## config.mk

```make
export PLATFORM = sky130hd
export DESIGN_NAME = tga_truecolor_stream_decoder
export DESIGN_NICKNAME = d
export VERILOG_FILES = /design/src/hdl/tgad_pkg.sv /design/src/hdl/tgad_in_reg.sv /design/src/hdl/tgad_core.sv /design/src/hdl/tgad_out_reg.sv /design/src/hdl/tga_truecolor_stream_decoder.sv
export SDC_FILE = /design/constraint.sdc
export NUM_CORES = 1
export LEC_CHECK = 0
export ABC_CLOCK_PERIOD_IN_PS = 9500
export BUFFER_PORTS_ARGS = -buffer_cell sky130_fd_sc_hd__buf_2
export CAP_MARGIN = 5
export CORE_ASPECT_RATIO = 0.8
export CORE_MARGIN = 1
export CORE_UTILIZATION = 38
export CTS_CLUSTER_SIZE = 10
export DETAILED_ROUTE_END_ITERATION = 16
export PLACE_DENSITY_LB_ADDON = 0.05
export SYNTH_ARGS = -nofsm -noshare
export SYNTH_HDL_FRONTEND = slang
export SYNTH_SLANG_ARGS = --single-unit
export TNS_END_PERCENT = 1
```

## constraint.sdc

```tcl
create_clock -name i_clk -period 9.5 [get_ports i_clk]
set_clock_uncertainty 0.1 [all_clocks]
set_input_delay 1.425 -clock i_clk [delete_from_list [all_inputs] [get_ports i_clk]]
set_output_delay 1.425 -clock i_clk [all_outputs]
set_load 0.02 [all_outputs]
```

## src/hdl/tgad_pkg.sv

```systemverilog
// Shared types, status codes and header constants for the TGA truecolor stream decoder.
package tgad_pkg;

    // One input transaction: a file byte or a restart marker.
    typedef struct packed {
        logic       kind;
        logic [7:0] data_byte;
    } t_in_item;

    // One result transaction: a pixel or a header error.
    typedef struct packed {
        logic [2:0]  status;
        logic [15:0] column;
        logic [15:0] display_row;
        logic [7:0]  red;
        logic [7:0]  green;
        logic [7:0]  blue;
        logic [7:0]  alpha;
        logic        last_pixel;
    } t_out_item;

    // Input kinds
    localparam logic KIND_DATA    = 1'b0;
    localparam logic KIND_RESTART = 1'b1;

    // Result status codes
    localparam logic [2:0] ST_PIXEL      = 3'd0;
    localparam logic [2:0] ST_COLOR_MAP  = 3'd1;
    localparam logic [2:0] ST_BAD_TYPE   = 3'd2;
    localparam logic [2:0] ST_ZERO_DIM   = 3'd3;
    localparam logic [2:0] ST_BAD_DEPTH  = 3'd4;

    // Header layout (byte offsets)
    localparam logic [4:0] HDR_LEN       = 5'd18;
    localparam logic [4:0] HB_ID_LEN     = 5'd0;
    localparam logic [4:0] HB_CMAP_TYPE  = 5'd1;
    localparam logic [4:0] HB_IMG_TYPE   = 5'd2;
    localparam logic [4:0] HB_WIDTH_LO   = 5'd12;
    localparam logic [4:0] HB_WIDTH_HI   = 5'd13;
    localparam logic [4:0] HB_HEIGHT_LO  = 5'd14;
    localparam logic [4:0] HB_HEIGHT_HI  = 5'd15;
    localparam logic [4:0] HB_DEPTH      = 5'd16;
    localparam logic [4:0] HB_DESCRIPTOR = 5'd17;

    localparam logic [7:0] IMG_TYPE_TRUECOLOR = 8'd2;
    localparam logic [7:0] DEPTH_24           = 8'd24;
    localparam logic [7:0] DEPTH_32           = 8'd32;
    localparam int         TOP_ORIGIN_BIT     = 5;
    localparam logic [7:0] ALPHA_OPAQUE       = 8'hFF;

    // Byte position inside one pixel (B, G, R, A)
    localparam logic [1:0] PB_BLUE  = 2'd0;
    localparam logic [1:0] PB_GREEN = 2'd1;
    localparam logic [1:0] PB_RED   = 2'd2;
    localparam logic [1:0] PB_ALPHA = 2'd3;

endpackage

```

## src/hdl/tgad_in_reg.sv

```systemverilog
// Input register stage: holds one accepted transaction until the decoder takes it.
module tgad_in_reg (
    input  logic              i_clk,
    input  logic              i_rst_n,
    input  logic              i_valid,
    output logic              o_stall,
    input  tgad_pkg::t_in_item i_item,
    input  logic              i_advance,
    output logic              o_valid,
    output tgad_pkg::t_in_item o_item
);
    import tgad_pkg::*;

    logic     r_valid;
    t_in_item r_item;
    logic     w_accept;

    assign o_stall  = r_valid && !i_advance;
    assign w_accept = i_valid && !o_stall;

    always_ff @(posedge i_clk) begin
        if (!i_rst_n) begin
            r_valid <= 1'b0;
        end else if (w_accept) begin
            r_valid <= 1'b1;
        end else if (i_advance) begin
            r_valid <= 1'b0;
        end
    end

    always_ff @(posedge i_clk) begin
        if (w_accept) begin
            r_item <= i_item;
        end
    end

    assign o_valid = r_valid;
    assign o_item  = r_item;

endmodule

```

## src/hdl/tgad_core.sv

```systemverilog
// Decoder state and per-byte logic: header parse and check, ID skip, pixel assembly.
module tgad_core (
    input  logic               i_clk,
    input  logic               i_rst_n,
    input  logic               i_fire,
    input  tgad_pkg::t_in_item  i_item,
    output logic               o_res_valid,
    output tgad_pkg::t_out_item o_res
);
    import tgad_pkg::*;

    typedef enum logic [1:0] {
        PH_HEADER,
        PH_IDSKIP,
        PH_PIXELS,
        PH_DONE
    } t_phase;

    t_phase      r_phase,     n_phase;
    logic [4:0]  r_hdr_cnt,   n_hdr_cnt;
    logic [7:0]  r_id_rem,    n_id_rem;
    logic        r_cmap,      n_cmap;
    logic        r_type_ok,   n_type_ok;
    logic [7:0]  r_depth,     n_depth;
    logic [15:0] r_width,     n_width;
    logic [15:0] r_height,    n_height;
    logic        r_top_first, n_top_first;
    logic [15:0] r_col,       n_col;
    logic [15:0] r_row,       n_row;
    logic [1:0]  r_byte_idx,  n_byte_idx;
    logic [7:0]  r_blue,      n_blue;
    logic [7:0]  r_green,     n_green;
    logic [7:0]  r_red,       n_red;

    logic [7:0]  w_b;
    logic [15:0] w_col_end;
    logic [15:0] w_row_end;
    logic        w_row_wrap;
    logic        w_last;
    logic        w_emit;
    logic [2:0]  w_err;

    assign w_b        = i_item.data_byte;
    assign w_col_end  = r_width - 16'd1;
    assign w_row_end  = r_height - 16'd1;
    assign w_row_wrap = (r_col == w_col_end);
    assign w_last     = w_row_wrap && (r_row == w_row_end);

    // first failing header check wins
    always_comb begin
        priority if (r_cmap) begin
            w_err = ST_COLOR_MAP;
        end else if (!r_type_ok) begin
            w_err = ST_BAD_TYPE;
        end else if (r_width == 16'd0 || r_height == 16'd0) begin
            w_err = ST_ZERO_DIM;
        end else if (r_depth != DEPTH_24 && r_depth != DEPTH_32) begin
            w_err = ST_BAD_DEPTH;
        end else begin
            w_err = ST_PIXEL;
        end
    end

    always_comb begin
        n_phase     = r_phase;
        n_hdr_cnt   = r_hdr_cnt;
        n_id_rem    = r_id_rem;
        n_cmap      = r_cmap;
        n_type_ok   = r_type_ok;
        n_depth     = r_depth;
        n_width     = r_width;
        n_height    = r_height;
        n_top_first = r_top_first;
        n_col       = r_col;
        n_row       = r_row;
        n_byte_idx  = r_byte_idx;
        n_blue      = r_blue;
        n_green     = r_green;
        n_red       = r_red;
        o_res_valid = 1'b0;
        o_res       = '0;
        w_emit      = 1'b0;

        if (i_item.kind == KIND_RESTART) begin
            n_phase     = PH_HEADER;
            n_hdr_cnt   = '0;
            n_id_rem    = '0;
            n_cmap      = 1'b0;
            n_type_ok   = 1'b0;
            n_depth     = '0;
            n_width     = '0;
            n_height    = '0;
            n_top_first = 1'b0;
            n_col       = '0;
            n_row       = '0;
            n_byte_idx  = PB_BLUE;
            n_blue      = '0;
            n_green     = '0;
            n_red       = '0;
        end else begin
            unique case (r_phase)
                PH_HEADER: begin
                    unique case (r_hdr_cnt)
                        HB_ID_LEN:     n_id_rem    = w_b;
                        HB_CMAP_TYPE:  n_cmap      = (w_b != 8'd0);
                        HB_IMG_TYPE:   n_type_ok   = (w_b == IMG_TYPE_TRUECOLOR);
                        HB_WIDTH_LO:   n_width     = {r_width[15:8], w_b};
                        HB_WIDTH_HI:   n_width     = {w_b, r_width[7:0]};
                        HB_HEIGHT_LO:  n_height    = {r_height[15:8], w_b};
                        HB_HEIGHT_HI:  n_height    = {w_b, r_height[7:0]};
                        HB_DEPTH:      n_depth     = w_b;
                        HB_DESCRIPTOR: n_top_first = w_b[TOP_ORIGIN_BIT];
                        default: ;
                    endcase
                    n_hdr_cnt = r_hdr_cnt + 5'd1;
                    // all checked fields are in before the descriptor byte
                    if (r_hdr_cnt == HDR_LEN - 5'd1) begin
                        if (w_err != ST_PIXEL) begin
                            n_phase      = PH_DONE;
                            o_res_valid  = 1'b1;
                            o_res.status = w_err;
                        end else if (r_id_rem != 8'd0) begin
                            n_phase = PH_IDSKIP;
                        end else begin
                            n_phase = PH_PIXELS;
                        end
                    end
                end
                PH_IDSKIP: begin
                    n_id_rem = r_id_rem - 8'd1;
                    if (r_id_rem == 8'd1) begin
                        n_phase = PH_PIXELS;
                    end
                end
                PH_PIXELS: begin
                    unique case (r_byte_idx)
                        PB_BLUE: begin
                            n_blue     = w_b;
                            n_byte_idx = PB_GREEN;
                        end
                        PB_GREEN: begin
                            n_green    = w_b;
                            n_byte_idx = PB_RED;
                        end
                        PB_RED: begin
                            n_red = w_b;
                            if (r_depth == DEPTH_32) begin
                                n_byte_idx = PB_ALPHA;
                            end else begin
                                w_emit = 1'b1;
                            end
                        end
                        PB_ALPHA: begin
                            w_emit = 1'b1;
                        end
                        default: ;
                    endcase
                    if (w_emit) begin
                        n_byte_idx        = PB_BLUE;
                        o_res_valid       = 1'b1;
                        o_res.status      = ST_PIXEL;
                        o_res.column      = r_col;
                        o_res.display_row = r_top_first ? r_row : (w_row_end - r_row);
                        o_res.red         = (r_byte_idx == PB_ALPHA) ? r_red : w_b;
                        o_res.green       = r_green;
                        o_res.blue        = r_blue;
                        o_res.alpha       = (r_byte_idx == PB_ALPHA) ? w_b : ALPHA_OPAQUE;
                        o_res.last_pixel  = w_last;
                        if (w_last) begin
                            n_phase = PH_DONE;
                        end else if (w_row_wrap) begin
                            n_col = '0;
                            n_row = r_row + 16'd1;
                        end else begin
                            n_col = r_col + 16'd1;
                        end
                    end
                end
                PH_DONE: ;
                default: ;
            endcase
        end
    end

    always_ff @(posedge i_clk) begin
        if (!i_rst_n) begin
            r_phase     <= PH_HEADER;
            r_hdr_cnt   <= '0;
            r_id_rem    <= '0;
            r_cmap      <= 1'b0;
            r_type_ok   <= 1'b0;
            r_depth     <= '0;
            r_width     <= '0;
            r_height    <= '0;
            r_top_first <= 1'b0;
            r_col       <= '0;
            r_row       <= '0;
            r_byte_idx  <= PB_BLUE;
            r_blue      <= '0;
            r_green     <= '0;
            r_red       <= '0;
        end else if (i_fire) begin
            r_phase     <= n_phase;
            r_hdr_cnt   <= n_hdr_cnt;
            r_id_rem    <= n_id_rem;
            r_cmap      <= n_cmap;
            r_type_ok   <= n_type_ok;
            r_depth     <= n_depth;
            r_width     <= n_width;
            r_height    <= n_height;
            r_top_first <= n_top_first;
            r_col       <= n_col;
            r_row       <= n_row;
            r_byte_idx  <= n_byte_idx;
            r_blue      <= n_blue;
            r_green     <= n_green;
            r_red       <= n_red;
        end
    end

endmodule

```

## src/hdl/tgad_out_reg.sv

```systemverilog
// Result register: holds one result transaction until the downstream side takes it.
module tgad_out_reg (
    input  logic                i_clk,
    input  logic                i_rst_n,
    input  logic                i_load,
    input  tgad_pkg::t_out_item  i_res,
    output logic                o_valid,
    input  logic                i_stall,
    output tgad_pkg::t_out_item  o_result,
    output logic                o_free
);
    import tgad_pkg::*;

    logic      r_valid;
    t_out_item r_result;

    // room next cycle if empty or being drained now
    assign o_free = !r_valid || !i_stall;

    always_ff @(posedge i_clk) begin
        if (!i_rst_n) begin
            r_valid <= 1'b0;
        end else if (i_load) begin
            r_valid <= 1'b1;
        end else if (!i_stall) begin
            r_valid <= 1'b0;
        end
    end

    always_ff @(posedge i_clk) begin
        if (i_load) begin
            r_result <= i_res;
        end
    end

    assign o_valid  = r_valid;
    assign o_result = r_result;

endmodule

```

## src/hdl/tga_truecolor_stream_decoder.sv

```systemverilog
// Top level of the TGA truecolor stream decoder.
//
// Decodes an uncompressed truecolor TGA file (image type 2) delivered one byte
// per input transaction. The 18-byte header is collected and checked; the first
// failure is reported as one error result (color-mapped, type not 2, zero width
// or height, depth not 24 or 32), after which data bytes are dropped until a
// restart transaction (kind = 1) arrives. A good header is followed by skipping
// the ID field, then B,G,R(,A) bytes are assembled into pixels, each given out
// as RGBA with its column and display row. The row is flipped (height-1-row)
// unless descriptor bit 5 (top origin) is set; alpha reads 255 at 24 bpp. After
// the last pixel (flagged by last_pixel) bytes are again dropped until restart.
// A short file simply leaves the decoder waiting; nothing is reported.
// Rate: one input transaction per clock, sustained, as long as results are
// taken. From input acceptance, the transaction sits in the input register
// while the decoder logic works on it, and the result register loads when the
// transaction moves on once that register has room; the result is offered
// downstream from then on. The input register and the result register together
// give two slots, so a new transaction is still taken while a finished result
// waits under downstream stall; o_in_stall rises only when both slots are held.
// Restart and most data bytes produce no result; a pixel result comes on the
// final byte of each pixel, an error result on the last header byte.
module tga_truecolor_stream_decoder (
    input  logic                i_clk,
    input  logic                i_rst_n,
    // input channel
    input  logic                i_in_valid,
    output logic                o_in_stall,
    input  tgad_pkg::t_in_item   i_item,
    // result channel
    output logic                o_out_valid,
    input  logic                i_out_stall,
    output tgad_pkg::t_out_item  o_result
);
    import tgad_pkg::*;

    logic      w_stage_valid;
    t_in_item  w_stage_item;
    logic      w_out_free;
    logic      w_fire;
    logic      w_res_valid;
    t_out_item w_res;

    // the held transaction moves on whenever the result register has room
    assign w_fire = w_stage_valid && w_out_free;

    tgad_in_reg u_in_reg (
        .i_clk     (i_clk),
        .i_rst_n   (i_rst_n),
        .i_valid   (i_in_valid),
        .o_stall   (o_in_stall),
        .i_item    (i_item),
        .i_advance (w_out_free),
        .o_valid   (w_stage_valid),
        .o_item    (w_stage_item)
    );

    tgad_core u_core (
        .i_clk       (i_clk),
        .i_rst_n     (i_rst_n),
        .i_fire      (w_fire),
        .i_item      (w_stage_item),
        .o_res_valid (w_res_valid),
        .o_res       (w_res)
    );

    tgad_out_reg u_out_reg (
        .i_clk    (i_clk),
        .i_rst_n  (i_rst_n),
        .i_load   (w_fire && w_res_valid),
        .i_res    (w_res),
        .o_valid  (o_out_valid),
        .i_stall  (i_out_stall),
        .o_result (o_result),
        .o_free   (w_out_free)
    );

endmodule

```

==> impl_metrics.toml <==
[placement]
dpl.hpwl_mm = 19.4
placed_area_sq_um = 11000
gp_congestion = 0.823
dp_worst_setup_slack_ns = 4.91
io_buffers = 82

[routing]
drc = 0
routed_wl_mm = 27.6
drt_iter0_drc = 613
avgViaCountPerCell = 5.37
detail-route-antenna-nets = 0
wl_per_cell_um = 17.9
drtPass1Iterations = 5
num_vias = 8272

[timing]
period_share = 0.488
tightest_slew_ns = 1.10
fmax_ghz = 0.216
max_slew_margin = 0.257
drv_slew = 0
rsz0062_at_grt = "false"
final_hold_viol_count = 0
min_period_ns = 4.64
setup_slack_ns = 4.86
fin_tns_setup_ns = 0
finalSetupViolCount = 0

[flow_run]
maxCapViolations = 0

[synthesis]
synthesis.area_sq_um = 10300
yosysUniqueCellTypes = 64
ys_async_sr_fraction = 0
postSynthCellCount = 1115
ys_seq_area_frac = 0.453
synthFlopType = "dfxtp_1"
synth_edf_count = 77
synth_nets = 1163
ys_seq_elements = 195
syn_avg_cell_area_sq_um = 9.25
yosys_warnings = 0

[critical_path]
crit_chain = "nor4_1, and3_1, or3b_2, xnor2_1, ha_1, nand4_1, or4_1, o2bb2ai_1, o41a_1, o21ai_0, buf_4, a21oi_1"
path_class = "flip-flop to flip-flop"
crit_path_max_fanout = 33
slowest_delay_ns = 0.86
worst_ep_required_time_ns = 9.77
cp_slowest_cell = "o41a_1"
critPathLaunchType = "flip-flop"
crit_arrival_ns = 4.91
setup.worst_path.end_class = "flip-flop"

[layout]
fin_nets = 1219
drive_gt1_frac = 0.126
fillers = 2618
area_delta_synth_final_pct = 12.6
fin_area_sq_um = 11600
multiInputGateArea_sq_um = 5250
antennaDiodeCount = 0
regArea_sq_um = 4670

[power_and_ir_drop]
total_power_w = 0.00182
peakVddDrop_mv = 0.130
power_density_nw_per_um2 = 157
p_leak_nw = 4.40

[clock_network]
cts_root_buf = "clkbuf_16"
cts_sinks = 195
cts_setup_buffers = 0
hold_buffers = 0
clk_path_buf_depth = 2
numCtsBuffers = 17
tritoncts = "built"
clock_insertion_delay_worst_skew_ns = 0.44
cts_resized = 0
cts.reportedPaths.clkPinSlew_ns = 0.07
cts-htree-levels = 4

[floorplanning]
die-area_sq_um = 27800
start_util = 0.390
rows = 53
die_width_um = 186
fp.dieH_um = 149
ioPinCount = 83
core-area_sq_um = 26500

[grt]
grt_max_degree = 95
grt_pass1_wl_mm = 43.6
antenna_found_initial = 0
gr-total-overflow = 0
grt_use_total = 0.206
grt_pass1_vias = 7429

[outcome]
status = "complete, no violations"

[min_path]
hold_path_class = "flip-flop to flip-flop"
[power by group]
group	total, W	internal (W)	switching [W]
Sequential	0.000891	0.000875	0.0000160
Clock	0.000724	0.000382	0.000342
Combinational	0.000205	0.0000768	0.000128
Total	0.00182	0.00133	0.000486
[through the flow]
stage | std cells | utilization | hold slack, ns
floorplan | 1115 | - | 0.355
global placement | 1509 | 0.417 | 0.372
detailed placement | 1509 | 0.417 | 0.376
CTS | 1541 | 0.439 | 0.390
global route | 1541 | 0.439 | 0.418
finish | 1541 | 0.439 | 0.391
[cells in the final DEF, fill, tap and decap left out, types with 18 or more instances in the layout]
cell and n:
dfxtp_1 118, a21oi_1 88, buf_2 82, edfxtp_1 77, nand2_1 76, nor2_1 69
nand3_1 55, nor2b_1 50, o21ai_0 47, inv_1 46, and2_1 44, mux2i_1 42
nor3_1 38, ha_1 34, xnor2_1 27, or3_1 25, nand4_1 25, xor2_1 19
a21boi_0 19, clkbuf_16 18
[registers in the layout (all words and copies together) (netlist names), 9 cells and up]
signal / flops
u_core.r_height: 16
u_out_reg.o_result: 68
u_core.r_width: 16
u_core.r_row: 16
u_core.r_col: 16
u_in_reg.o_item: 9
[cell usage after synthesis, types with 7 or more instances]
cell,count,area (sq um)
or4_1,15,113
inv_1,47,176
xnor2_1,27,236
mux2i_1,42,420
nor4_1,14,87.6
a21o_1,7,52.6
ha_1,34,425
and2_1,44,275
nor3_1,38,190
nor2_1,70,263
o21ai_0,47,235
nand4_1,25,156
xor2_1,19,166
dfxtp_1,118,2360
a21boi_0,19,143
nor2b_1,50,313
o221a_2,11,124
a21oi_1,88,440
and3_1,13,81.3
clkbuf_1,51,191
o31ai_1,10,75.1
nand2_1,76,285
nand3_1,55,275
or3_1,25,156
nand2b_1,7,43.8
edfxtp_1,77,2310
[final cells by class]
class	instances	area share
clock buffer	19	0.0391
clock inverter	13	0.0107
inverter	48	0.0155
multi-input combinational	817	0.452
sequential	195	0.402
tap	357	0.0385
timing repair buffer	92	0.0418
[path summary, 6_finish.rpt]
path	start	to	slack [ns]	cells after the start
worst max-delay path	u_core.r_height[4]	u_core.r_col[0]	4.86	12
worst min-delay path	u_core.r_phase[1]	u_core.r_phase[1]	0.39	2
worst max register to register	u_core.r_height[4]	u_core.r_col[0]	4.86	12
worst min register to register	u_core.r_phase[1]	u_core.r_phase[1]	0.39	2
[per-layer routing]
layer,vias up,wire [um],track usage
met5,-,0,0
met4,0,264,0.0451
met3,18,1210,0.0332
met2,153,11300,0.287
met1,3949,14800,0.326
li1,4152,-,-
[worst max-delay path, delay by kind of cell, from the launching register on]
family / cells / cell delay (ns)
AOI/OAI and AO/OA: 4 / 1.35
xor gates and xnor gates: 1 / 0.15
adders and majority gates: 1 / 0.33
buffers and inverters: 1 / 0.25
DFF: 1 / 0.37
and+or+nand+nor: 5 / 2.03
[cell families after synthesis]
| logic type | count (synthesis) | synth area share |
|---|---|---|
| and+or+nand+nor | 461 | 0.242 |
| AOI/OAI and AO/OA | 233 | 0.143 |
| DFF | 195 | 0.453 |
| buffers and inverters | 103 | 0.0383 |
| xor gates and xnor gates | 46 | 0.0391 |
| muxes | 42 | 0.0408 |
| adders and majority gates | 35 | 0.0432 |
Note: power is estimated with default switching activity, not from simulation.
